### src/p2a_pkg.sv
// Package: shared types, constants and codes of the power-of-two class block allocator.
package p2a_pkg;

	localparam int NUM_CLASSES = 8;
	localparam int NUM_HANDLES = 256;
	localparam int CLS_W = 3;
	localparam int HND_W = 8;
	localparam int CNT_W = 9;
	localparam int CLSN_W = 4;

	localparam logic [1:0] ACT_ALLOC = 2'd0;
	localparam logic [1:0] ACT_FREE  = 2'd1;
	localparam logic [1:0] ACT_ADD   = 2'd2;

	localparam logic [2:0] ST_OK      = 3'd0;
	localparam logic [2:0] ST_BAD_LEN = 3'd1;
	localparam logic [2:0] ST_NO_FREE = 3'd2;
	localparam logic [2:0] ST_BAD_FRE = 3'd3;
	localparam logic [2:0] ST_BAD_ADD = 3'd4;

	localparam logic [1:0] HS_UNKNOWN = 2'd0;
	localparam logic [1:0] HS_FREE    = 2'd1;
	localparam logic [1:0] HS_USED    = 2'd2;

	localparam logic CFG_MIN_LOG2 = 1'b0;
	localparam logic CFG_CLASSES  = 1'b1;

	// Classified command handed from the front to the back.
	typedef struct packed {
		logic [1:0]       action;
		logic             len_bad;
		logic [CLS_W-1:0] cls;
		logic [HND_W-1:0] handle;
		logic             class_bad;
	} cmd_t;

	typedef struct packed {
		logic [2:0]       status;
		logic [HND_W-1:0] granted_handle;
		logic [CLS_W-1:0] served_class;
		logic [CNT_W-1:0] free_left;
		logic [CNT_W-1:0] used_peak;
	} rsp_t;

endpackage

### src/p2a_front.sv
// Front part: rounds the length to a class and checks class ranges.
module p2a_front (
	input  logic              clk,
	input  logic              arst_n,
	input  logic              cfg_we,
	input  logic              cfg_idx,
	input  logic [4:0]        cfg_data,
	input  logic              in_valid,
	input  logic [1:0]        action,
	input  logic [31:0]       request_length,
	input  logic [7:0]        block_handle,
	input  logic [2:0]        target_class,
	output logic [3:0]        eff_n,
	output logic              cmd_valid,
	output p2a_pkg::cmd_t     cmd
);
	import p2a_pkg::*;

	logic [4:0] min_log2_q;
	logic [3:0] class_count_q;
	logic [5:0] lg;
	logic [5:0] cls_full;
	logic [31:0] lm1;
	cmd_t cmd_d;

	always_ff @(posedge clk or negedge arst_n) begin
		if (!arst_n) begin
			min_log2_q    <= 5'd4;
			class_count_q <= 4'd8;
		end else if (cfg_we) begin
			if (cfg_idx == CFG_MIN_LOG2) min_log2_q <= cfg_data;
			else class_count_q <= cfg_data[3:0];
		end
	end

	always_comb begin
		if (class_count_q == 4'd0) eff_n = 4'd1;
		else if (class_count_q > 4'(NUM_CLASSES)) eff_n = 4'(NUM_CLASSES);
		else eff_n = class_count_q;
	end

	// ceil(log2(len)) = bit length of len-1
	always_comb begin
		lm1 = request_length - 32'd1;
		lg = 6'd0;
		for (int i = 0; i < 32; i++) begin
			if (lm1[i]) lg = 6'(i + 1);
		end
		cls_full = (lg <= {1'b0, min_log2_q}) ? 6'd0 : lg - {1'b0, min_log2_q};
		cmd_d.action    = action;
		cmd_d.handle    = block_handle;
		cmd_d.len_bad   = (request_length == 32'd0) || (cls_full >= {2'b00, eff_n});
		cmd_d.cls       = (action == ACT_ADD) ? target_class : cls_full[2:0];
		cmd_d.class_bad = ({1'b0, target_class} >= eff_n);
	end

	always_ff @(posedge clk or negedge arst_n) begin
		if (!arst_n) cmd_valid <= 1'b0;
		else cmd_valid <= in_valid;
	end

	always_ff @(posedge clk) begin
		if (in_valid) cmd <= cmd_d;
	end
endmodule

### config.mk
export PLATFORM = sky130hd
export DESIGN_NAME = p2a_front
export DESIGN_NICKNAME = d
export VERILOG_FILES = /design/src/p2a_pkg.sv /design/src/p2a_front.sv
export SDC_FILE = /design/constraint.sdc
export NUM_CORES = 1
export LEC_CHECK = 0
export BUFFER_PORTS_ARGS = -buffer_cell sky130_fd_sc_hd__buf_4
export CORE_MARGIN = 2
export CORE_UTILIZATION = 45
export DETAILED_ROUTE_END_ITERATION = 8
export HOLD_SLACK_MARGIN = 0.1
export PLACE_DENSITY = 0.7
export SYNTH_ARGS = -nofsm -noshare
export SYNTH_HDL_FRONTEND = slang
export SYNTH_SLANG_ARGS = --single-unit
### constraint.sdc
create_clock -name clk -period 8.65 [get_ports clk]
set_clock_uncertainty 0.05 [all_clocks]
set_input_delay 1.73 -clock clk [delete_from_list [all_inputs] [get_ports clk]]
set_output_delay 1.73 -clock clk [all_outputs]
set_load 0.1 [all_outputs]
==> results_dict.tcl <==
set metrics [dict create \
    ctsLongestPathBuffers 2 \
    r2r_start "min_log2_q[0]" \
    die_w_um 82.0 \
    dp.cells 484 \
    cts_resized 0 \
    post-route-drc-count 0 \
    cp_max_fo 10 \
    ys_async_sr_fraction_pct 40.0 \
    io_buffers 74 \
    crit_start "request_length[4]" \
    ir_drop_v 0.000143 \
    pwr-share-seq_pct 32.8 \
    synth_seq_cells 25 \
    leakagePower_nw 1.34 \
    ios 75 \
    synth_nets 419 \
    via_per_inst 5.84 \
    drv_cap 0 \
    grt_max_degree 17 \
    syn_inst 349 \
    pre_cts_ws_ns 1.07 \
    synth.avg_cell_area_um2 7.84 \
    period_share_pct 84.6 \
    critPathLaunchType "input pin" \
    slew_violations 0 \
    initial_utilization_pct 46.5 \
    synth_cell_types 63 \
    period_minus_slack_ns 7.32 \
    fillers 580 \
    fin_ws_ns 1.33 \
    rsz0062_at_grt "no" \
    post_cts_buffers 0 \
    placementRows 28 \
    clock-sinks 25 \
    mappedNetlistArea_um2 2740 \
    first_pass_iters 5 \
    place.gp.congestion 0.939 \
    hold_start "class_count_q[0]" \
    dieArea_um2 6720 \
    pwr-share-clk_pct 15.1 \
    fp.dieH_um 82.0 \
    fin_hold_ws_ns 0.480 \
    cts_tree "done" \
    slew-limit-headroom_pct 48.3 \
    numCtsBuffers 3 \
    worstPathRequired_ns 8.63 \
    overflow 0 \
    yosysSeqAreaShare_pct 25.7 \
    core_region_area_um2 5890 \
    arrival_ns 7.30 \
    antenna_found_initial 0 \
    syn_to_final_growth_pct 23.2 \
    htree_levels 1 \
    final_cells 488 \
    ctsHoldBuffers 0 \
    worstMarginPinSlew_ns 0.773 \
    hold_class "reg2reg" \
    synth-main-ff-cell "edfxtp_1" \
    hold_viol_final 0 \
    clock-root-buffer "clkbuf_8" \
    p_per_area_nw_per_um2 135 \
    wl_um 6980 \
    internal-power_mw 0.256 \
    netSwitchingFraction_pct 43.9 \
    yosysWarnings 0 \
    antennaDiodeCount 0 \
    ant_nets 0 \
    grt_pass1_wl_um 11400 \
    drt_iter0_drc 178 \
    clk_latency_ns 0.27 \
    drive_above_1_share_pct 24.2 \
    final-setup-viol-count 0 \
    grt_util_all_layers_pct 20.9 \
    hpwl_um 5640 \
    clock.fmax_ghz 0.137 \
    fin_nets 484 \
    switchingPower_mw 0.200 \
    synth-edff-count 15 \
    status "complete, no violations" \
    cp-end-kind "flop" \
    comb_power_share_pct 52.1 \
    route.vias.total 2852 \
    setup_tns_ns 0 \
    path_class "in2reg" \
    path_clk_slew_ns 0.10 \
    post_drt_wl_per_cell_um 14.3 \
    grt_pass1_vias 2591 \
]
layout by cell type (no fill, tap or decap), types with 4 or more instances in the layout:
cell type / netlist / routed
a21o_1: 6 / 6
a21oi_1: 17 / 17
a31oi_1: 9 / 9
buf_4: 0 / 75
dfrtp_1: 8 / 8
edfxtp_1: 15 / 15
ha_1: 14 / 14
inv_1: 21 / 21
mux2_2: 6 / 6
nand2_1: 28 / 28
nand2b_1: 4 / 4
nand3_1: 8 / 8
nand3b_1: 6 / 6
nor2_1: 34 / 34
nor2b_1: 7 / 7
nor3_1: 17 / 17
nor4_1: 12 / 12
o211ai_1: 7 / 7
o21ai_0: 29 / 29
o31ai_1: 4 / 4
o41ai_1: 4 / 4
or2_2: 4 / 4
or3_1: 6 / 6
or4_1: 4 / 4
xnor2_1: 9 / 9
xor2_1: 4 / 4
registers in the layout (all words and copies together) (netlist names):
signal,cells
cmd_valid,1
min_log2_q,5
cmd,15
class_count_q,4
layer usage:
layer,vias to the layer above,share of wire [%],track usage (%)
met5,-,0,0
met4,0,1.0,6.17
met3,8,5.7,1.43
met2,112,48,36.9
met1,1302,45,27.2
li1,1430,-,-
per-stage QoR:
stage / util (%) / power [mW] / cell area [µm²]
CTS: 57.3 / 0.459 / 3370
global placement: 56.5 / 0.386 / 3320
global route: 57.3 / 0.484 / 3370
detailed placement: 56.5 / 0.390 / 3320
finish: 57.3 / 0.456 / 3370
floorplan: - / 0.325 / 2740
cells by family after synthesis:
logic type | Yosys count | synth area share, %
AND/OR/NAND/NOR | 150 | 29.5
flip-flops | 25 | 25.7
multiplexers | 8 | 3.20
adder cells (fa/ha/maj) | 15 | 7.14
buffers and inverters | 36 | 5.40
XOR/XNOR | 15 | 5.76
AO/OA/AOI/OAI | 100 | 23.3
power by group through the flow:
stage          clock [mW]  combinational [mW]  sequential, mW
6_report           0.0691               0.238           0.150
5_1_grt            0.0757               0.257           0.151
4_1_cts            0.0712               0.238           0.150
3_5_place_dp            0               0.237           0.152
3_3_place_gp            0               0.234           0.152
2_1_floorplan           0               0.115           0.211
worst paths after layout:
path                                         end  slack, ns  cells after the start
worst min register to register  class_count_q[0]       0.48                      1
worst min-delay path            class_count_q[0]       0.48                      1
worst max register to register           cmd[12]       5.07                     18
worst max-delay path                     cmd[12]       1.33                     28
max in group asynchronous          min_log2_q[2]       7.12                      1
min in group asynchronous       class_count_q[2]       1.21                      1
layout make-up:
type / count / area, µm² / area share (%)
Clock buffer: 3 / 41.3 / 1.22
Clock inverter: 1 / 6.26 / 0.186
Inverter: 21 / 78.8 / 2.34
Multi-Input combinational cell: 288 / 1880 / 55.9
Sequential cell: 25 / 703 / 20.9
Tap cell: 75 / 93.8 / 2.78
Timing Repair Buffer: 75 / 563 / 16.7
critical path, stage by stage:
cell and delay (ns):
buf_4 0.14, or4_1 0.67, nor4b_1 0.59, xnor2_1 0.20, o311ai_0 0.17, nor4_1 0.25, o21ai_0 0.13, a211oi_1 0.26
o21ai_0 0.12, o211ai_1 0.11, ha_1 0.17, inv_1 0.05, fa_1 0.41, a21o_1 0.18, a21oi_1 0.26, inv_1 0.07
a21oi_1 0.14, nor2_1 0.06, nor2_2 0.16, or2_1 0.16, ha_1 0.22, nand2b_1 0.14, a21o_1 0.17, a21oi_1 0.13
nor2b_1 0.06, nor3_1 0.15, o21ai_0 0.10, a221o_1 0.28
Yosys cell counts, drive strengths merged (6+ instances only):
cell type,number,area (µm²)
nor2,36,140
o21ai,32,160
nand2,28,105
inv,21,78.8
nor3,19,111
a21oi,17,85.1
edfxtp,15,450
ha,14,175
nor4,12,75.1
clkbuf,10,37.5
xnor2,10,106
a31oi,9,56.3
nand3,9,50.1
dfrtp,8,200
nor2b,7,43.8
o211ai,7,52.6
or3,7,48.8
a21o,6,45.0
mux2,6,67.6
nand3b,6,45.0
Note: power is estimated with default switching activity, not from simulation.
